===== config.mk =====
export PLATFORM = sky130hd
export DESIGN_NAME = rlps_back
export DESIGN_NICKNAME = d
export VERILOG_FILES = /design/src/rtl/rlps_pkg.sv /design/src/rtl/rlps_back.sv
export SDC_FILE = /design/constraint.sdc
export NUM_CORES = 1
export LEC_CHECK = 0
export BUFFER_PORTS_ARGS = -buffer_cell sky130_fd_sc_hd__buf_2
export CORE_MARGIN = 3
export CORE_UTILIZATION = 40
export CTS_CLUSTER_DIAMETER = 100
export DETAILED_ROUTE_END_ITERATION = 6
export GPL_ROUTABILITY_DRIVEN = 0
export PLACE_DENSITY = 0.62
export RECOVER_POWER = 50
export SKIP_CTS_REPAIR_TIMING = 1
export SKIP_LAST_GASP = 1
export SLEW_MARGIN = 20
export SYNTH_ARGS = -nofsm -noshare
export SYNTH_HDL_FRONTEND = slang
export SYNTH_SLANG_ARGS = --single-unit

===== constraint.sdc =====
create_clock -name clk -period 13.2 [get_ports clk]
set_input_delay 1.98 -clock clk [delete_from_list [all_inputs] [get_ports clk]]
set_output_delay 1.98 -clock clk [all_outputs]
set_load 0.02 [all_outputs]

===== src/rtl/rlps_pkg.sv =====
// rlps_pkg: shared types, constants and the arctangent table for the pursuit steering block
// no dependencies; imported by every module under rtl

package rlps_pkg;

    localparam int CORDIC_STEPS = 16;
    localparam int ATAN_LEN     = 24;
    localparam int X_W          = 28;
    localparam int ACC_W        = 32;
    localparam int QDEPTH       = 4;
    localparam int QPTR_W       = 2;
    localparam int QCNT_W       = 3;

    localparam logic [2:0] REG_TURN_RATE    = 3'd0;
    localparam logic [2:0] REG_FAR_DIST_SQ  = 3'd1;
    localparam logic [2:0] REG_NEAR_DIST_SQ = 3'd2;
    localparam logic [2:0] REG_FAST_SPEED   = 3'd3;
    localparam logic [2:0] REG_SLOW_SPEED   = 3'd4;

    localparam logic [1:0] BAND_STOP = 2'd0;
    localparam logic [1:0] BAND_SLOW = 2'd1;
    localparam logic [1:0] BAND_FAST = 2'd2;

    localparam logic [15:0] TURN_RATE_RST    = 16'd16384;
    localparam logic [47:0] FAR_DIST_SQ_RST  = 48'd1638400;
    localparam logic [47:0] NEAR_DIST_SQ_RST = 48'd409600;
    localparam logic [15:0] FAST_SPEED_RST   = 16'd1024;
    localparam logic [15:0] SLOW_SPEED_RST   = 16'd256;

    localparam logic [ACC_W-1:0] HALF_TURN = 32'h8000_0000;
    localparam logic [ACC_W-1:0] ROUND_HALF = 32'h0000_8000;

    // rounded atan(2^-i), one turn = 2^32
    localparam logic [ACC_W-1:0] ATAN_TAB [0:ATAN_LEN-1] = '{
        32'h20000000, 32'h12E4051E, 32'h09FB385B, 32'h051111D4,
        32'h028B0D43, 32'h0145D7E1, 32'h00A2F61E, 32'h00517C55,
        32'h0028BE53, 32'h00145F2F, 32'h000A2F98, 32'h000517CC,
        32'h00028BE6, 32'h000145F3, 32'h0000A2FA, 32'h0000517D,
        32'h000028BE, 32'h0000145F, 32'h00000A30, 32'h00000518,
        32'h0000028C, 32'h00000146, 32'h000000A3, 32'h00000051
    };

    typedef struct packed {
        logic [15:0] turn_rate;
        logic [47:0] far_dist_sq;
        logic [47:0] near_dist_sq;
        logic [15:0] fast_speed;
        logic [15:0] slow_speed;
    } cfg_t;

    typedef struct packed {
        logic [15:0] lim;
        logic        zero;
        logic [15:0] speed;
        logic [1:0]  speed_band;
    } side_t;

    typedef struct packed {
        logic signed [24:0] dx;
        logic signed [24:0] dy;
        side_t              side;
    } front_t;

    typedef struct packed {
        logic [15:0] bearing;
        side_t       side;
    } qent_t;

endpackage


===== src/rtl/rlps_back.sv =====
// rlps_back: heading update loop with the rate-limited turn, and the result register
// depends on rlps_pkg

module rlps_back (
    input  logic             clk,
    input  logic             rst_n,
    input  logic             q_valid,
    input  rlps_pkg::qent_t  q_data,
    output logic             q_pop,
    output logic             result_valid,
    input  logic             result_ready,
    output logic [15:0]      heading,
    output logic [15:0]      speed,
    output logic [1:0]       speed_band
);
    import rlps_pkg::*;

    logic               out_valid_reg;
    logic [15:0]        heading_reg, heading_next;
    logic [15:0]        out_heading_reg, out_speed_reg;
    logic [1:0]         out_band_reg;

    logic [15:0]        ediff;
    logic signed [16:0] err, neg_err, lim_s, step;

    assign q_pop   = q_valid && (!out_valid_reg || result_ready);
    assign ediff   = q_data.bearing - heading_reg;
    assign err     = {ediff[15], ediff};
    assign neg_err = -err;
    assign lim_s   = {1'b0, q_data.side.lim};

    // half a turn of error reads negative, so that case turns the negative way
    always_comb
    begin
        if (err > lim_s)
            step = lim_s;
        else if (neg_err > lim_s)
            step = -lim_s;
        else
            step = err;
        heading_next = heading_reg;
        if (!q_data.side.zero)
            heading_next = heading_reg + step[15:0];
    end

    always_ff @(posedge clk or negedge rst_n)
    begin
        if (!rst_n)
        begin
            out_valid_reg <= 1'b0;
            heading_reg   <= '0;
        end
        else
        begin
            if (q_pop)
            begin
                out_valid_reg <= 1'b1;
                heading_reg   <= heading_next;
            end
            else if (result_ready)
                out_valid_reg <= 1'b0;
        end
    end

    always_ff @(posedge clk)
    begin
        if (q_pop)
        begin
            out_heading_reg <= heading_next;
            out_speed_reg   <= q_data.side.speed;
            out_band_reg    <= q_data.side.speed_band;
        end
    end

    assign result_valid = out_valid_reg;
    assign heading      = out_heading_reg;
    assign speed        = out_speed_reg;
    assign speed_band   = out_band_reg;

endmodule


* Yosys cells after proc, flatten, opt, wreduce, memory -nomap -nowiden *
Cells that the tools add are included.

operators by class
  add/sub/neg operators = 4
  $lt $le $gt $ge = 2
  mux-type cells = 5
  reduce and logical (&&, ||, !) cells = 4

operator list
  kind                                                        number
  16-bit two-way mux                                          3
  16-bit by 17-bit greater-than comparator with 1-bit output  1
  17-bit greater-than comparator                              1
  16-bit negation with 17-bit output                          1
  16-bit adder                                                1
  16-bit negation                                             1
  16-bit subtractor                                           1
  1-bit two-way mux                                           2
  2-bit nonzero test                                          1
  1-bit logical AND                                           1
  1-bit zero test                                             1
  1-bit logical OR                                            1

storage, ports and cells
  bits in registers = 51
  output and inout bits = 36

* Depth between registers and ports, before layout *
  word-level depth = 7
  depth in mapped cells = 36
  depth with buffers taken out = 33

* Worst setup path before layout *
No wires, ideal clock.

  kind = input to register
  start point = input q_data[35] (netlist name)
  end point = register out_heading_reg[14], in the netlist heading[14] (data pin)
  arrival = 8.751 ns
  required time = 12.931 ns
  path slack = 4.181 ns
  stages on the path = 33
  buffers on the path = 3
  cell sequence = inv_1 ha_1 fa_1 and2b_2 o2111ai_1 a21boi_0 o21ai_1 a311o_2 clkbuf_1 or2_2 or3_2 xor2_1 ha_1 nand2_1 nor3_1 o21ai_0 a31oi_1 and2_4 buf_12 buf_12 o31ai_1 ha_1 fa_1 a21o_1 a21oi_1 o21ai_0 a21o_1 a21o_1 a2111oi_0 nor2b_1 a21oi_1 xor2_1 o21ai_0

on the way
  cells in the longest elaborated chain, start to end = 7
  elaborated cells between the ends (all ways) = 8
  classes of those cells = add/sub: 3; order compare: 2; mux: 3

ends and longest elaborated chain
  item                                RTL line         RTL
  start: declaration                  rlps_back.sv:8   input rlps_pkg::qent_t q_data,
  16-bit subtractor (*)               rlps_back.sv:27  assign ediff = q_data.bearing - heading_reg;
  16-bit negation with 17-bit output  rlps_back.sv:29  assign neg_err = -err;
  17-bit greater-than comparator      rlps_back.sv:37  else if (neg_err > lim_s)
  16-bit two-way mux                  rlps_back.sv:37
  16-bit two-way mux (*)              rlps_back.sv:35  if (err > lim_s)
  16-bit adder (*)                    rlps_back.sv:43  heading_next = heading_reg + step[15:0];
  16-bit two-way mux (*)              rlps_back.sv:42  if (!q_data.side.zero)
  named net heading_next[14]          rlps_back.sv:19  logic [15:0] heading_reg, heading_next;
  end signal: assignment              rlps_back.sv:69  out_heading_reg <= heading_next;
  end: declaration                    rlps_back.sv:20  logic [15:0] out_heading_reg, out_speed_reg;

The timed path passes the listed nets; every way through them passes the cells marked *.
A chain may end at the register's enable or synchronous reset.

* Final worst setup path *
Same ends and word-level chain as after synthesis.

==> metrics.txt <==
outcome finished clean; Synth Flop Type edfxtp_1; Area growth syn-to-layout 12.46%; CP startpoint q_data[35]; reg2reg start heading_reg[0]; DRC 0; die width around 120 um; Crit Path Class primary input to register; Routed WL around 13,000 um; row count just over 40; Synth top cells by count ha_1 (68), inv_1 (43), a21oi_1 (41); Inserted Clock Buffers 5; Async SR Flop Fraction ~33%; synthesized net count just over 700; I/O Buffers 90; via count 4,609; Max Cap Viol 0; CP max stage cell and2_4; Crit Path Max Fanout 29; final net count roughly 780; max reg flops 32; Period minus WS final 9.750 ns; largest net degree at the start of global routing between 40 and 50; hold endpoint result_valid; fin cells ~830; WL per Instance between 15 and 20 um; max incr delay on CP between 0.5 and 0.6 ns; Reg-to-Reg End heading[14]; post-synthesis register bit count between 50 and 60; Mapped Avg Cell Area 8.985 um^2; multi-input logic area roughly 0.0035 mm^2; CP required between 10 and 15 ns; Setup TNS 0 ns; Slew Limit Fails 0; storage element area about 0.0014 mm^2; Yosys top cell area share 19.59%; Hold Path Depth 2; vias in the first global route 4,483; Slew HR a little over a third; Finish-stage setup viols 0; Reg clk slew, reported paths roughly 0.060 ns; Detailed Place HPWL 10,750 um; CP Launch Type primary input; Initial DRC Count 230; final period utilization between 70 and 80%; Core Box Area 0.01267 mm^2; gr usage total 18.11%; Post-synth EDFFs 34; Cell Area, Synth 0.005211 mm^2; type of the most critical hold path register to register; share of post-route cells with drive strength above 1 between 10% and 20%; synth top area cells edfxtp_1 (20%), ha_1 (16%), dfrtp_1 (8.2%), a21oi_1 (3.9%), o21ai_0 (3.8%); sequential fraction of the synthesis area 27.76%; DR vias/cell 5.540; diode count 0; deepest clock path buffer count 2; I/O pins a little over 90; hold path startpoint result_valid; Mapped Cells between 500 and 600; FILL cells 1,255; TritonRoute pass-1 iters 4; Worst Tran Pin Value approximately 0.97 ns; crit end category register; worst reg-to-reg path cell count 29; most common cell in the netlist ha_1; reg2reg setup slack 4.81 ns; RSZ-0062 raised after global routing no; DIE HEIGHT roughly 120 um; H-tree depth 2; grt total ovfl 0; Clock Skew ~0.0021 ns; Worst-Skew Late Latency 0.29 ns; antenna violations before repair 0; DP Cell Count between 800 and 900; Die ar. between 0.01 and 0.015 mm^2; CTS sink cnt just over 50; first-pass GRT wire length 21,500 um; Initial Utilization about 40%; arrival time at the worst endpoint just under 10 ns; CTS tree built; synth unique cells 80; Post-DRT Antenna Nets 0; Synth area leader edfxtp_1; synth warn 0; root buffer cell clkbuf_16; final hold violations 0; fmax roughly 0.1 GHz
-- logic make-up (layout without fill, tap and decap cells) --
kind of cell,Yosys count,count (layout),synth area share [%]
AO/OA/AOI/OAI,173,173,22.64
AND/OR/NAND/NOR,169,169,17.17
adder cells (fa/ha/maj),70,70,17.09
buffers and inverters,64,144,5.762
flip-flops,51,51,27.76
XOR/XNOR,32,32,5.378
multiplexers,21,21,4.202
-- through the flow --
stage / instance area [um^2] / utilization [%] / setup WS (ns) / hold slack (ns)
after global placement: 5762 / 45.47 / 3.510 / 0.4987
final: 5861 / 46.25 / 3.450 / 0.5267
after CTS: 5903 / 46.59 / 3.567 / 0.5234
after detailed placement: 5762 / 45.47 / 3.281 / 0.5078
after global routing: 5861 / 46.25 / 2.893 / 0.5695
after floorplan: 5211 / - / 4.181 / 0.4985
-- worst max path at each step --
| stage | end | depth (start not counted) |
|---|---|---|
| final | heading[14] | 31 |
| after detailed placement | heading[14] | 31 |
| after global placement | heading[14] | 31 |
| after global routing | heading[14] | 31 |
| after CTS | heading[14] | 31 |
| after floorplan | heading[14] | 33 |
-- worst max-delay path: cells and delay by family --
kind            cells  cell delay, ns
simple gates        7            1.96
fa+ha+maj           5            1.66
xor+xnor            2            0.35
buf+inv             2            0.11
compound gates     15            3.71
-- cell type report --
type                       count  area share [%]
inverter                      44           2.818
sequential                    51           24.68
tap                          172           3.672
multi-input combinational    465           59.20
clock inverter                 2          0.2135
clock buffer                   6           2.199
timing repair buffer          92           7.216
-- cells in the final DEF, fill, tap and decap left out, drive strengths merged, types with 7 or more instances in the layout --
cell	n
ha	68
buf	58
a21oi	50
o21ai	44
inv	43
nand2	40
clkbuf	40
nor2	39
edfxtp	34
xor2	17
dfrtp	17
xnor2	15
mux2i	14
o22ai	14
a211oi	13
nand4	10
nand3	8
nor3	8
a21o	8
or3	8
nor4	7
or2	7
mux2	7
-- layer usage --
| layer | track usage [%] | part of all wire [%] | vias to the layer above |
|---|---|---|---|
| met5 | 0 | 0 | - |
| met4 | 4.724 | 1.6 | 0 |
| met3 | 3.110 | 5.8 | 14 |
| met2 | 30.56 | 47 | 122 |
| met1 | 24.04 | 46 | 2166 |
| li1 | - | - | 2307 |
Power is left out: the tool's default activity adds up to more than one toggle a clock period on the data nets, which glitch-free logic cannot reach.
