**config.mk**
```make
export PLATFORM = sky130hd
export DESIGN_NAME = rlps_queue
export DESIGN_NICKNAME = d
export VERILOG_FILES = /design/src/rtl/rlps_pkg.sv /design/src/rtl/rlps_queue.sv
export SDC_FILE = /design/constraint.sdc
export NUM_CORES = 1
export LEC_CHECK = 0
export BUFFER_PORTS_ARGS = -buffer_cell sky130_fd_sc_hd__buf_2
export CAP_MARGIN = 20
export CORE_MARGIN = 2
export CORE_UTILIZATION = 30
export CTS_CLUSTER_DIAMETER = 50
export DETAILED_ROUTE_END_ITERATION = 10
export GPL_ROUTABILITY_DRIVEN = 0
export SETUP_SLACK_MARGIN = 0.2
export SLEW_MARGIN = 20
export SYNTH_ARGS = -nofsm -noshare
export SYNTH_HDL_FRONTEND = slang
export SYNTH_SLANG_ARGS = --single-unit
```
**constraint.sdc**
```tcl
create_clock -name clk -period 2.17 [get_ports clk]
set_input_delay 0.434 -clock clk [delete_from_list [all_inputs] [get_ports clk]]
set_output_delay 0.434 -clock clk [all_outputs]
set_load 0.02 [all_outputs]
```
**src/rtl/rlps_pkg.sv**
```systemverilog
// rlps_pkg: shared types, constants and the arctangent table for the pursuit steering block
// no dependencies; imported by every module under rtl

package rlps_pkg;

    localparam int CORDIC_STEPS = 16;
    localparam int ATAN_LEN     = 24;
    localparam int X_W          = 28;
    localparam int ACC_W        = 32;
    localparam int QDEPTH       = 4;
    localparam int QPTR_W       = 2;
    localparam int QCNT_W       = 3;

    localparam logic [2:0] REG_TURN_RATE    = 3'd0;
    localparam logic [2:0] REG_FAR_DIST_SQ  = 3'd1;
    localparam logic [2:0] REG_NEAR_DIST_SQ = 3'd2;
    localparam logic [2:0] REG_FAST_SPEED   = 3'd3;
    localparam logic [2:0] REG_SLOW_SPEED   = 3'd4;

    localparam logic [1:0] BAND_STOP = 2'd0;
    localparam logic [1:0] BAND_SLOW = 2'd1;
    localparam logic [1:0] BAND_FAST = 2'd2;

    localparam logic [15:0] TURN_RATE_RST    = 16'd16384;
    localparam logic [47:0] FAR_DIST_SQ_RST  = 48'd1638400;
    localparam logic [47:0] NEAR_DIST_SQ_RST = 48'd409600;
    localparam logic [15:0] FAST_SPEED_RST   = 16'd1024;
    localparam logic [15:0] SLOW_SPEED_RST   = 16'd256;

    localparam logic [ACC_W-1:0] HALF_TURN = 32'h8000_0000;
    localparam logic [ACC_W-1:0] ROUND_HALF = 32'h0000_8000;

    // rounded atan(2^-i), one turn = 2^32
    localparam logic [ACC_W-1:0] ATAN_TAB [0:ATAN_LEN-1] = '{
        32'h20000000, 32'h12E4051E, 32'h09FB385B, 32'h051111D4,
        32'h028B0D43, 32'h0145D7E1, 32'h00A2F61E, 32'h00517C55,
        32'h0028BE53, 32'h00145F2F, 32'h000A2F98, 32'h000517CC,
        32'h00028BE6, 32'h000145F3, 32'h0000A2FA, 32'h0000517D,
        32'h000028BE, 32'h0000145F, 32'h00000A30, 32'h00000518,
        32'h0000028C, 32'h00000146, 32'h000000A3, 32'h00000051
    };

    typedef struct packed {
        logic [15:0] turn_rate;
        logic [47:0] far_dist_sq;
        logic [47:0] near_dist_sq;
        logic [15:0] fast_speed;
        logic [15:0] slow_speed;
    } cfg_t;

    typedef struct packed {
        logic [15:0] lim;
        logic        zero;
        logic [15:0] speed;
        logic [1:0]  speed_band;
    } side_t;

    typedef struct packed {
        logic signed [24:0] dx;
        logic signed [24:0] dy;
        side_t              side;
    } front_t;

    typedef struct packed {
        logic [15:0] bearing;
        side_t       side;
    } qent_t;

endpackage

```
**src/rtl/rlps_queue.sv**
```systemverilog
// rlps_queue: small fifo that decouples the bearing pipeline from the heading update
// depends on rlps_pkg

module rlps_queue (
    input  logic             clk,
    input  logic             rst_n,
    input  logic             push,
    input  rlps_pkg::qent_t  wdata,
    output logic             full,
    input  logic             pop,
    output logic             rvalid,
    output rlps_pkg::qent_t  rdata
);
    import rlps_pkg::*;

    qent_t              mem [0:QDEPTH-1];
    logic [QPTR_W-1:0]  wr_ptr_reg, rd_ptr_reg;
    logic [QCNT_W-1:0]  count_reg;

    always_ff @(posedge clk)
    begin
        if (push)
            mem[wr_ptr_reg] <= wdata;
    end

    always_ff @(posedge clk or negedge rst_n)
    begin
        if (!rst_n)
        begin
            wr_ptr_reg <= '0;
            rd_ptr_reg <= '0;
            count_reg  <= '0;
        end
        else
        begin
            if (push)
                wr_ptr_reg <= wr_ptr_reg + 1'b1;
            if (pop)
                rd_ptr_reg <= rd_ptr_reg + 1'b1;
            if (push && !pop)
                count_reg <= count_reg + 1'b1;
            else if (pop && !push)
                count_reg <= count_reg - 1'b1;
        end
    end

    assign full   = (count_reg == QCNT_W'(QDEPTH));
    assign rvalid = (count_reg != '0);
    assign rdata  = mem[rd_ptr_reg];

endmodule

```
After elaboration in Yosys (flattened, before gate mapping)
Memory sizes are Yosys's and may differ from the RTL's.
Index checks and enable logic that the tools add are counted.
- add/subtract/negate cells: 4
- eq/ne operators: 1
- multiplexer cells: 4
- reductions and logical operators: 6
- operators by type and width (operator ; number):
    $mux W3 ; 2
    $add A2 B1 Y2 const B ; 2
    $add A3 B1 Y3 const B ; 1
    $eq A3 B3 Y1 const B ; 1
    $reduce_bool A3 Y1 ; 1
    $sub A3 B1 Y3 const B ; 1
    $logic_and A1 B1 Y1 ; 2
    $logic_not A1 Y1 ; 2
    $mux W1 ; 2
    $reduce_bool A2 Y1 ; 1
- bits in registers: 7
- memory bits (writable): 204
- input bits: 55
- output and inout port bits: 53
- logic and storage cells: 19
- memories: 1
- memory list (memory ; words ; width ; read ports ; clocked after memory_dff ; wr ports ; line ; RTL):
    mem ; 4 ; 51 ; 1 ; 0 ; 1 ; rlps_queue.sv:16 ; qent_t mem [0:QDEPTH-1];

Longest topological paths before layout
- word-level depth: 4
- gate-level depth with buffers: 7
- mapped depth without buffers: 7

Worst setup path before layout
OpenSTA, ideal clock, no wires.
- kind: register to register
- start point: reg wr_ptr_reg[0]
- end point: mem mem[2][0] (netlist bit), enable pin
- setup time: 0.414 ns
- data arrival time: 1.830 ns
- data required time: 1.756 ns
- setup slack: -0.074 ns
- stages on the path, launching flop included: 4
- period minus slack after synthesis: 2.244 ns
- path through: dfrtp_1 -> inv_1 -> ha_1 -> and2_1
- RTL lines (item ; line ; RTL):
    start: declaration ; rlps_queue.sv:17 ; logic [QPTR_W-1:0] wr_ptr_reg, rd_ptr_reg;
    start signal: assignment ; rlps_queue.sv:37 ; wr_ptr_reg <= wr_ptr_reg + 1'b1;
    end: declaration ; rlps_queue.sv:16 ;
No word-level cell before the write port.

==> impl_metrics.csv <==
group,metric,value,unit
grt,overflow,0,
setup_path,regToRegSetupSlack,0.55,ns
min_path,holdCritPathClass,"input pin to flop",
setup_path,worst-path-max-fanout,7,
placement,dp_hpwl,9120,um
pwr,seq_power_share,38.3,%
min_path,hold-path-cell-count,1,
timing,max-slew-margin-rel,74.3,%
setup_path,arrival,1.97,ns
timing,rsz0062_at_grt,"yes",
final_layout,largest_register_ffs,204,
final_layout,final_common_cell,"edfxtp_1",
pwr,power_frac_clock,27.5,%
pwr,p_sw_share,30.9,%
final_layout,area_growth,27.7,%
routing,viasPerCell,4.47,
logic_synthesis,ys_warn_count,0,
routing,route.detailed.drc,0,
setup_path,endpoint_kind,"output port",
timing,setup_violations,51,
setup_path,rr_endpoint,"mem[0][47]",
cts,cts_tree,"built",
final_layout,final_cell_area,9980,um2
cts,htree_levels,1,
cts,clk_pin_slew,0.06,ns
setup_path,crit_slowest_cell,"dfrtp_4",
floorplan,num_io_pins,108,
setup_path,critical_path.startpoint_type,"flop",
floorplan,fp-row-count,59,
job,cap_violations,0,
min_path,worstHoldStart,"wdata[17]",
grt,grt_first_pass_wirelength,22600,um
cts,numCtsBuffers,26,
floorplan,fp.dieArea,27400,um2
final_layout,mostFrequentLayoutCells,"204 x edfxtp_1, 85 x buf_2, 49 x mux4_2, 29 x clkbuf_16, 21 x buf_6",
pwr,p_int,10100,uW
cts,clock_sinks,211,
cts,cts_buffer_depth,3,
routing,drtIter0Drc,168,
floorplan,coreArea,25800,um2
logic_synthesis,synth-seq-cells,211,
timing,max_freq,416,MHz
setup_path,slowest_delay,0.52,ns
floorplan,die_h,165,um
final_layout,fin_util,38.6,%
logic_synthesis,synth_nets,362,
setup_path,path_delay_family,"flip-flops",
pwr,p_leak,0.00346,uW
routing,firstDrtPassIters,4,
cts,root_buffer,"clkbuf_16",
pwr,powerDensity,1460,nW/um2
setup_path,required,1.74,ns
grt,antenna_found_initial,0,
placement,postPlaceCellArea,8850,um2
routing,post_drt_wl_per_cell,19.1,um
final_layout,final_layout_size_suffix_gt1_share,48.7,%
setup_path,critPathBufInv,3,
min_path,hold_end,"mem[1][17]",
setup_path,worstSetupPathType,"flop to output port",
logic_synthesis,syn_inst,301,
pwr,p_comb_share,34.2,%
timing,fin_skew,0.0228,ns
logic_synthesis,netlist_area,7820,um2
grt,grtUsageTotal,11.1,%
timing,finalMaxSlewViolations,0,
placement,portBuffers,107,
logic_synthesis,ys_seq_area_share,80.6,%
timing,timing.final.ws_setup,-0.234,ns
grt,first_global_vias,3891,
setup_path,r2r_cells,4,
logic_synthesis,syn_avg_cell_area,26.0,um2
floorplan,start_util,30.3,%
timing,fin_crit_sh,111,%
timing,worst_pin_slew,0.385,ns
grt,grt_start_max_net_pins,42,
final_layout,fin_nets,511,
timing,min_period,2.40,ns
final_layout,antenna_cells,0,
pwr,ir_worst_vdd,0.906,mV
timing,hold_viol,0,
routing,vias,3597,
routing,ant_nets,0,
pwr,switchingPower,4490,uW
cts,clk_latency,0.53,ns
run_status,failed_checks,"setup timing",
floorplan,die_w,165,um
logic_synthesis,netlist-cell-type-count,20,
setup_path,cp_cell_sequence,"buf_12 -> clkbuf_16 -> mux4_2 -> buf_6",
routing,wirelength,15400,um
run_status,outcome,"finished, violations left",
setup_path,timing.rr.start,"wr_ptr_reg[0]",
worst reg2reg max path, cell delays in order (launching register included):
cell     delay, ns
dfrtp_1       0.42
inv_1         0.10
ha_1          0.15
and2_2        0.39
buf_4         0.27
repair_timing:
item                                    in CTS  in global routing
gates resized for setup                      9                 39
endpoints found under the hold margin        7                  0
hold buffers                                 1                  0
gates cloned                                 2                  2
endpoints found under the setup margin      51                 52
setup buffers                                5                  2
pin swaps                                    0                  0
area by class of cell:
class	count	area, um2
multi-input cells	74	1360
well taps	335	419
clock buffers	33	698
inverters	4	15.0
repair buffers	133	1070
clock inverters	15	111
flip-flops and latches	211	6310
fillers	2339	15900
power groups by stage:
| stage | registers, uW | clock network, uW | logic, uW |
|---|---|---|---|
| finish | 5580 | 3990 | 4980 |
| global route | 5640 | 4290 | 5350 |
| CTS | 5590 | 4110 | 4670 |
| detailed placement | 5680 | 0 | 4300 |
| global placement | 5620 | 0 | 4240 |
| floorplan | 5550 | 0 | 3040 |
cells by family after synthesis:
family          synth area share, %
simple gates                  0.640
buf+inv                        1.98
fa+ha+maj                      1.06
mux                            15.0
compound gates               0.0640
flops                          80.6
xor+xnor                      0.672
synthesized netlist by cell type:
library cell / count / area [um2]
and2_1: 4 / 25.0
buf_12: 5 / 100
buf_2: 5 / 25.0
buf_6: 1 / 11.3
clkbuf_1: 1 / 3.75
dfrtp_1: 7 / 175
edfxtp_1: 204 / 6130
fa_1: 1 / 20.0
ha_1: 5 / 62.6
inv_1: 4 / 15.0
mux2_2: 1 / 11.3
mux4_1: 3 / 78.8
mux4_2: 48 / 1080
nand2_1: 2 / 7.51
nor2_1: 1 / 3.75
nor3b_1: 1 / 7.51
o21ai_0: 1 / 5.00
or3_1: 1 / 6.26
xnor2_1: 2 / 17.5
xor2_1: 4 / 35.0
per-stage QoR:
stage | setup TNS, ns | cells | hold slack, ns | worst slack [ns] | total power (uW)
6_report | -9.34 | 805 | 0.121 | -0.234 | 14500
2_1_floorplan | 0 | 301 | 0.138 | 0.474 | 8590
5_1_grt | -12.93 | 805 | 0.0966 | -0.295 | 15300
4_1_cts | -12.08 | 801 | 0.103 | -0.284 | 14400
3_3_place_gp | 0 | 745 | 0.294 | 0.182 | 9860
3_5_place_dp | 0 | 745 | 0.304 | 0.190 | 9980
routing by layer:
| layer | up-vias | global-route usage, % | share of wire [%] |
|---|---|---|---|
| met5 | - | 0 | 0 |
| met4 | 0 | 3.21 | 2.1 |
| met3 | 34 | 2.57 | 5.2 |
| met2 | 93 | 19.1 | 51 |
| met1 | 1890 | 14.1 | 42 |
| li1 | 1580 | - | - |
worst max-delay path by stage:
stage | from | cells after the start | to | slack, ns
floorplan | wr_ptr_reg[0] | 3 | mem[2][0] | 0.47
global placement | rd_ptr_reg[0] | 3 | rdata[47] | 0.18
global route | rd_ptr_reg[0] | 4 | rdata[31] | -0.29
CTS | rd_ptr_reg[0] | 4 | rdata[31] | -0.28
detailed placement | rd_ptr_reg[0] | 3 | rdata[47] | 0.19
finish | rd_ptr_reg[0] | 4 | rdata[50] | -0.23
No activity file was read; power rests on OpenSTA's default activity.
