--- src/rtl/rlps_pkg.sv ---
// rlps_pkg: shared types, constants and the arctangent table for the pursuit steering block
// no dependencies; imported by every module under rtl

package rlps_pkg;

    localparam int CORDIC_STEPS = 16;
    localparam int ATAN_LEN     = 24;
    localparam int X_W          = 28;
    localparam int ACC_W        = 32;
    localparam int QDEPTH       = 4;
    localparam int QPTR_W       = 2;
    localparam int QCNT_W       = 3;

    localparam logic [2:0] REG_TURN_RATE    = 3'd0;
    localparam logic [2:0] REG_FAR_DIST_SQ  = 3'd1;
    localparam logic [2:0] REG_NEAR_DIST_SQ = 3'd2;
    localparam logic [2:0] REG_FAST_SPEED   = 3'd3;
    localparam logic [2:0] REG_SLOW_SPEED   = 3'd4;

    localparam logic [1:0] BAND_STOP = 2'd0;
    localparam logic [1:0] BAND_SLOW = 2'd1;
    localparam logic [1:0] BAND_FAST = 2'd2;

    localparam logic [15:0] TURN_RATE_RST    = 16'd16384;
    localparam logic [47:0] FAR_DIST_SQ_RST  = 48'd1638400;
    localparam logic [47:0] NEAR_DIST_SQ_RST = 48'd409600;
    localparam logic [15:0] FAST_SPEED_RST   = 16'd1024;
    localparam logic [15:0] SLOW_SPEED_RST   = 16'd256;

    localparam logic [ACC_W-1:0] HALF_TURN = 32'h8000_0000;
    localparam logic [ACC_W-1:0] ROUND_HALF = 32'h0000_8000;

    // rounded atan(2^-i), one turn = 2^32
    localparam logic [ACC_W-1:0] ATAN_TAB [0:ATAN_LEN-1] = '{
        32'h20000000, 32'h12E4051E, 32'h09FB385B, 32'h051111D4,
        32'h028B0D43, 32'h0145D7E1, 32'h00A2F61E, 32'h00517C55,
        32'h0028BE53, 32'h00145F2F, 32'h000A2F98, 32'h000517CC,
        32'h00028BE6, 32'h000145F3, 32'h0000A2FA, 32'h0000517D,
        32'h000028BE, 32'h0000145F, 32'h00000A30, 32'h00000518,
        32'h0000028C, 32'h00000146, 32'h000000A3, 32'h00000051
    };

    typedef struct packed {
        logic [15:0] turn_rate;
        logic [47:0] far_dist_sq;
        logic [47:0] near_dist_sq;
        logic [15:0] fast_speed;
        logic [15:0] slow_speed;
    } cfg_t;

    typedef struct packed {
        logic [15:0] lim;
        logic        zero;
        logic [15:0] speed;
        logic [1:0]  speed_band;
    } side_t;

    typedef struct packed {
        logic signed [24:0] dx;
        logic signed [24:0] dy;
        side_t              side;
    } front_t;

    typedef struct packed {
        logic [15:0] bearing;
        side_t       side;
    } qent_t;

endpackage

--- src/rtl/rlps_front.sv ---
// rlps_front: input stages; position deltas, turn limit, squared distance and speed band
// depends on rlps_pkg

module rlps_front (
    input  logic                clk,
    input  logic                rst_n,
    input  logic                en,
    input  logic                item_valid,
    input  logic signed [23:0]  own_x,
    input  logic signed [23:0]  own_y,
    input  logic signed [23:0]  target_x,
    input  logic signed [23:0]  target_y,
    input  logic [15:0]         frame_time,
    input  rlps_pkg::cfg_t      cfg,
    output logic                front_valid,
    output rlps_pkg::front_t    front_item
);
    import rlps_pkg::*;

    logic               v1_reg, v2_reg, v3_reg, v4_reg;
    logic signed [24:0] dx1_reg, dy1_reg, dx2_reg, dy2_reg, dx3_reg, dy3_reg;
    logic [15:0]        lim1_reg, lim2_reg, lim3_reg;
    logic [47:0]        sqx2_reg, sqy2_reg;
    logic [48:0]        dsq3_reg;
    front_t             item4_reg;

    logic [31:0]        lim_prod;
    logic signed [49:0] sqx_full, sqy_full;
    logic               gt_far, gt_near;
    front_t             item4_next;

    assign lim_prod = 32'(cfg.turn_rate) * 32'(frame_time);
    assign sqx_full = dx1_reg * dx1_reg;
    assign sqy_full = dy1_reg * dy1_reg;
    assign gt_far   = dsq3_reg > {1'b0, cfg.far_dist_sq};
    assign gt_near  = dsq3_reg > {1'b0, cfg.near_dist_sq};

    always_comb
    begin
        item4_next.dx          = dx3_reg;
        item4_next.dy          = dy3_reg;
        item4_next.side.lim    = lim3_reg;
        item4_next.side.zero   = (dx3_reg == '0) && (dy3_reg == '0);
        item4_next.side.speed  = '0;
        item4_next.side.speed_band = BAND_STOP;
        if (gt_far)
        begin
            item4_next.side.speed      = cfg.fast_speed;
            item4_next.side.speed_band = BAND_FAST;
        end
        else if (gt_near)
        begin
            item4_next.side.speed      = cfg.slow_speed;
            item4_next.side.speed_band = BAND_SLOW;
        end
    end

    always_ff @(posedge clk or negedge rst_n)
    begin
        if (!rst_n)
        begin
            v1_reg <= 1'b0;
            v2_reg <= 1'b0;
            v3_reg <= 1'b0;
            v4_reg <= 1'b0;
        end
        else if (en)
        begin
            v1_reg <= item_valid;
            v2_reg <= v1_reg;
            v3_reg <= v2_reg;
            v4_reg <= v3_reg;
        end
    end

    always_ff @(posedge clk)
    begin
        if (en)
        begin
            dx1_reg   <= 25'(target_x) - 25'(own_x);
            dy1_reg   <= 25'(target_y) - 25'(own_y);
            lim1_reg  <= lim_prod[31:16];
            dx2_reg   <= dx1_reg;
            dy2_reg   <= dy1_reg;
            lim2_reg  <= lim1_reg;
            sqx2_reg  <= sqx_full[47:0];
            sqy2_reg  <= sqy_full[47:0];
            dx3_reg   <= dx2_reg;
            dy3_reg   <= dy2_reg;
            lim3_reg  <= lim2_reg;
            dsq3_reg  <= 49'(sqx2_reg) + 49'(sqy2_reg);
            item4_reg <= item4_next;
        end
    end

    assign front_valid = v4_reg;
    assign front_item  = item4_reg;

endmodule

--- config.mk ---
export PLATFORM = sky130hd
export DESIGN_NAME = rlps_front
export DESIGN_NICKNAME = d
export VERILOG_FILES = /design/src/rtl/rlps_pkg.sv /design/src/rtl/rlps_front.sv
export SDC_FILE = /design/constraint.sdc
export NUM_CORES = 2
export LEC_CHECK = 0
export BUFFER_PORTS_ARGS = -buffer_cell sky130_fd_sc_hd__clkbuf_2
export CORE_MARGIN = 1.5
export CORE_UTILIZATION = 50
export CTS_BUF_LIST = sky130_fd_sc_hd__clkbuf_2 sky130_fd_sc_hd__clkbuf_4 sky130_fd_sc_hd__clkbuf_8
export DETAILED_ROUTE_END_ITERATION = 8
export MAX_ROUTING_LAYER = met4
export PLACE_DENSITY = 0.7
export SLEW_MARGIN = 25
export SYNTH_ARGS = -nofsm -noshare
export SYNTH_HDL_FRONTEND = slang
export SYNTH_SLANG_ARGS = --single-unit
--- constraint.sdc ---
create_clock -name clk -period 6.9 [get_ports clk]
set_input_delay 1.035 -clock clk [delete_from_list [all_inputs] [get_ports clk]]
set_output_delay 1.035 -clock clk [all_outputs]
set_load 0.005 [all_outputs]
== Word level (Yosys, flattened, before mapping) ==
Index checks and enable logic that the tools add are counted.
Storage, ports and cells
  output and inout port bits: 86
  register bits: 432
  input bits: 260
Operators by class
  add/subtract/negate cells: 3
  $lt $le $gt $ge: 2
  muxes and demuxes: 2
  multipliers: 3
  reduce and logical (&&, ||, !) cells: 3
Operators with widths (number)
  > comparator 49 x 48 -> 1 bit: 2
  multiplier 25 x 25 -> 48 bit: 2
  logical NOT 25 bit: 2
  subtractor 24 x 24 -> 25 bit: 2
  adder 48 x 48 -> 49 bit: 1
  two-way mux 18 bit: 2
  multiplier 16 x 16 -> 32 bit: 1
  logical AND 1 bit: 1

== Logic depth before layout (Yosys ltp) ==
  depth in word-level cells: 3
  mapped depth: 29
  mapped depth without buffers: 27

== Worst setup path after synthesis ==
Ideal clock, no wire load.
  path type: reg-to-reg
  start point: reg dx1_reg[24]
  end point: reg sqx2_reg[47] (data pin)
  stages on the path, launching flop included: 27
  required time: 6641 ps
  data arrival time: 6994 ps
  clock period less this slack: 7254 ps
  library setup time: 259 ps
  path slack: -354 ps
  cells stage by stage: edfxtp_1 clkbuf_1 clkbuf_1 nand2_1 inv_1 fa_1 fa_1 inv_1 fa_1 inv_1 fa_1 fa_1 fa_1 inv_1 fa_1 inv_1 ha_1 a21o_1 a21o_1 a21o_1 a21oi_1 o21ai_0 a31oi_1 a31oi_1 a2111oi_0 o21bai_1 xnor2_1
Between the ends
  word-level cells in the longest chain between the ends: 1
Ends and longest elaborated chain
  from (decl): RTL line rlps_front.sv:21  | logic signed [24:0] dx1_reg, dy1_reg, dx2_reg, dy2_reg, dx3_reg, dy3_reg;
  from (signal assigned): RTL line rlps_front.sv:80  | dx1_reg <= 25'(target_x) - 25'(own_x);
  multiplier 25 x 25 -> 48 bit: RTL line rlps_front.sv:33  | assign sqx_full = dx1_reg * dx1_reg;
  named net sqx_full[47]: RTL line rlps_front.sv:28  | logic signed [49:0] sqx_full, sqy_full;
  to (signal assigned): RTL line rlps_front.sv:86  | sqx2_reg <= sqx_full[47:0];
  to (decl): RTL line rlps_front.sv:23  | logic [47:0] sqx2_reg, sqy2_reg;
The timed path passes the listed nets, and every way through them passes these cells.
A chain may end at the register's enable or synchronous reset.

== Worst setup path after layout ==
  start point: reg dy1_reg[4]
  end point: reg sqy2_reg[46] (data pin)
Between the ends
  word-level cells in the longest chain between the ends: 1
Ends and longest elaborated chain
  from (decl): RTL line rlps_front.sv:21
  from (signal assigned): RTL line rlps_front.sv:81  | dy1_reg <= 25'(target_y) - 25'(own_y);
  multiplier 25 x 25 -> 48 bit: RTL line rlps_front.sv:34  | assign sqy_full = dy1_reg * dy1_reg;
  named net sqy_full[46]: RTL line rlps_front.sv:28
  to (signal assigned): RTL line rlps_front.sv:87  | sqy2_reg <= sqy_full[47:0];
  to (decl): RTL line rlps_front.sv:23
The timed path passes the listed nets, and every way through them passes these cells.

==> flow_summary.yaml <==
cts:
  numCtsBuffers: 81
  clk_latency_ps: 820
  clk_path_buf_depth: 3
  htreeDepth: 3
  cts_root_buffer: "clkbuf_8"
  path_clk_slew_ps: 70
  clock_sinks: 428
  cts_tree: "built"
setup_path:
  cp_slowest_cell: "fa_1"
  startpoint_type: "register"
  endpoint_kind: "register"
  crit_type: "reg -> reg"
  crit_arrival_ps: 7570
  path_max_fanout: 5
  cp_top_family: "adder cells"
  cp_common_cell: "fa_1"
  worstPathRequired_ps: 7440
  path_buf_inv: 7
  cpPeakStageDelay_ps: 540
sta:
  slew_headroom_pct: 33.5
  finalCriticalPeriod_ps: 7030
  fin_ws_ps: -135
  setup_viol: 13
  finalMaxSlewViolations: 0
  tightest_slew_ps: 989
  skew_ps: 67.3
  period_share_pct: 102
  rsz0062_at_grt: "yes"
  clock.fmax_ghz: 0.142
  fin_tns_setup_ps: -715
  hold_viol_final: 0
floorplanning:
  fp.dieW_um: 371
  start_util_pct: 50.6
  pin_count: 346
  dieArea_sq_um: 138000
  design.core.area_sq_um: 134000
  die_y_um: 371
  rows: 134
grt:
  overflow: 0
  antenna_found_initial: 19
  grt_pass1_wl_um: 271000
  grt_pass1_vias: 53000
  globalRouteTotalUtil_pct: 26.2
  grt_max_degree: 146
place:
  pre_cts_slack_ps: -522
  dpl.hpwl_um: 142000
  routabilityCongestion: 0.955
  io_buffers: 345
synthesis:
  synth_edf_count: 424
  syn_inst: 6513
  synth-simple-area-share_pct: 9.96
  synthArstFlopShare_pct: 0.935
  synth_fa_ha_area_share_pct: 51.6
  ys_seq_area_share_pct: 19.0
  synth_area_per_cell_sq_um: 10.4
  yosysWarnings: 0
  yosysTopAreaCellShare_pct: 40.8
  synth_compound_area_share_pct: 5.54
  synth_area_leader_cell: "fa_1"
  yosys.area_share.xor_xnor_pct: 2.90
  synth_area_leaders: "fa_1, edfxtp_1, ha_1"
  synth_top_family_by_area: "adder cells"
  syn_area_sq_um: 67600
  synthFlopType: "edfxtp_1"
  syn-num-nets: 8736
  ys_seq_elements: 428
  yosysUniqueCellTypes: 82
  synth_mux_area_share_pct: 0.333
final_layout:
  drive_above_1_share_pct: 19.6
  syn_to_final_growth_pct: 18.6
  nNetsFinal: 9723
  largest_reg_flops: 85
route:
  ant_nets: 0
  drt_iter0_drc: 2492
  wl_per_cell_um: 18.0
  via_per_inst: 5.11
  drt_pre_antenna_iters: 6
  drc: 0
  wirelength_um: 168000
  vias: 47800
run_status:
  outcome: "finished with violations"
  violations: "setup timing"
flow_run:
  drv_cap: 0
min_path:
  min_path_type: "reg -> reg"
==> worst reg2reg max path: stages, from the launching register on <==
cell and delay (ps):
edfxtp_1 440, buf_12 180, buf_12 120, clkinvlp_4 130, buf_6 160, nand2_4 50, fa_1 540, inv_2 40
fa_1 530, fa_1 450, fa_1 530, fa_1 520, fa_1 530, inv_2 40, fa_1 530, inv_2 50
ha_4 260, and3_4 220, nand4_1 120, a211o_1 330, o211a_4 180, a21oi_4 190, a41oi_4 170, o211ai_1 250
a21oi_2 90, xnor2_1 120
==> final timing paths <==
path / depth (start not counted) / to / from / slack, ps
min reg2reg: 0 / lim3_reg[6] / lim2_reg[6] / 410
max reg2reg: 25 / sqy2_reg[46] / dy1_reg[4] / -130
min: 0 / lim3_reg[6] / lim2_reg[6] / 410
min in group asynchronous: 2 / v1_reg / rst_n / 600
max: 25 / sqy2_reg[46] / dy1_reg[4] / -130
max in group asynchronous: 2 / front_valid / rst_n / 6180
==> routing by layer <==
| metal | global-route usage, % | wire length, um |
|---|---|---|
| met5 | - | 0 |
| met4 | 9.36 | 6400 |
| met3 | 4.86 | 11500 |
| met2 | 44.4 | 85400 |
| met1 | 31.2 | 65200 |
==> cells by family (layout without fill, tap and decap cells) <==
kind of cell / Yosys count / in the layout
adders and majority gates: 1963 / 1963
buffers and inverters: 1927 / 2981
and+or+nand+nor: 1381 / 1381
AOI/OAI and AO/OA: 568 / 568
DFF: 428 / 428
xor gates and xnor gates: 224 / 224
muxes: 22 / 22
other: 0 / 16
==> layout make-up <==
class	instances	area (sq um)
Sequential cell	428	12800
Timing Repair Buffer	1056	7900
Fill cell	11000	53500
Clock buffer	100	1260
Multi-Input combinational cell	4158	48800
Antenna cell	16	40.0
Clock inverter	50	497
Tap cell	1768	2210
Inverter	1775	6670
==> cells in the final DEF, fill, tap and decap left out, drive strengths merged, types with 20 or more instances in the layout <==
| cell type | instances |
|---|---|
| inv | 1776 |
| fa | 1377 |
| buf | 709 |
| nand2 | 586 |
| ha | 586 |
| clkbuf | 445 |
| edfxtp | 424 |
| and2 | 348 |
| a21oi | 168 |
| nor2 | 167 |
| xnor2 | 164 |
| a21o | 108 |
| o21ai | 103 |
| nor2b | 66 |
| xor2 | 60 |
| nand2b | 39 |
| o21a | 38 |
| clkinv | 36 |
| nand3 | 34 |
| nand4 | 33 |
| nor3 | 29 |
| o21bai | 20 |
| nor4 | 20 |
| a211oi | 20 |
==> cells in the mapped netlist, drive strengths merged, types with 5 or more instances <==
library cell and n:
a31o 5, xnor2 164, a221oi 5, o211ai 12, nand3 34, nor4 20, nor2 167, o21a 38
a21oi 168, a21o 108, a21boi 11, o21bai 20, a211oi 20, clkbuf 145, a31oi 13, ha 586
xor2 60, o31ai 11, nor2b 66, buf 7, a2111oi 9, and2 348, nand2b 39, and4 9
and3 18, fa 1377, nand4 33, a211o 6, mux2i 18, inv 1773, or2 10, nand2 586
nor3 29, or3 7, o21ai 103, edfxtp 424
==> stage by stage <==
| step | instances | instance area (sq um) | util (%) | hold slack (ps) |
|---|---|---|---|---|
| detailed placement | 9136 | 76500 | 57.2 | 405 |
| floorplan | 6513 | 67700 | - | 400 |
| finish | 9351 | 80200 | 60.0 | 407 |
| CTS | 9315 | 79200 | 59.2 | 408 |
| global placement | 9136 | 76500 | 57.2 | 401 |
| global route | 9348 | 80200 | 60.0 | 419 |
==> timing repair <==
item / in CTS / in global routing
gates resized for setup: 124 / 256
endpoints found under the hold margin: 4 / 0
hold buffers: 1 / 0
gates cloned: 3 / 2
setup buffers: 25 / 21
pin swaps: 72 / 147
setup endpoints to repair: 34 / 36
Power is not shown: default switching activity piles up to over one toggle a cycle in this logic, so the estimate is an artifact.
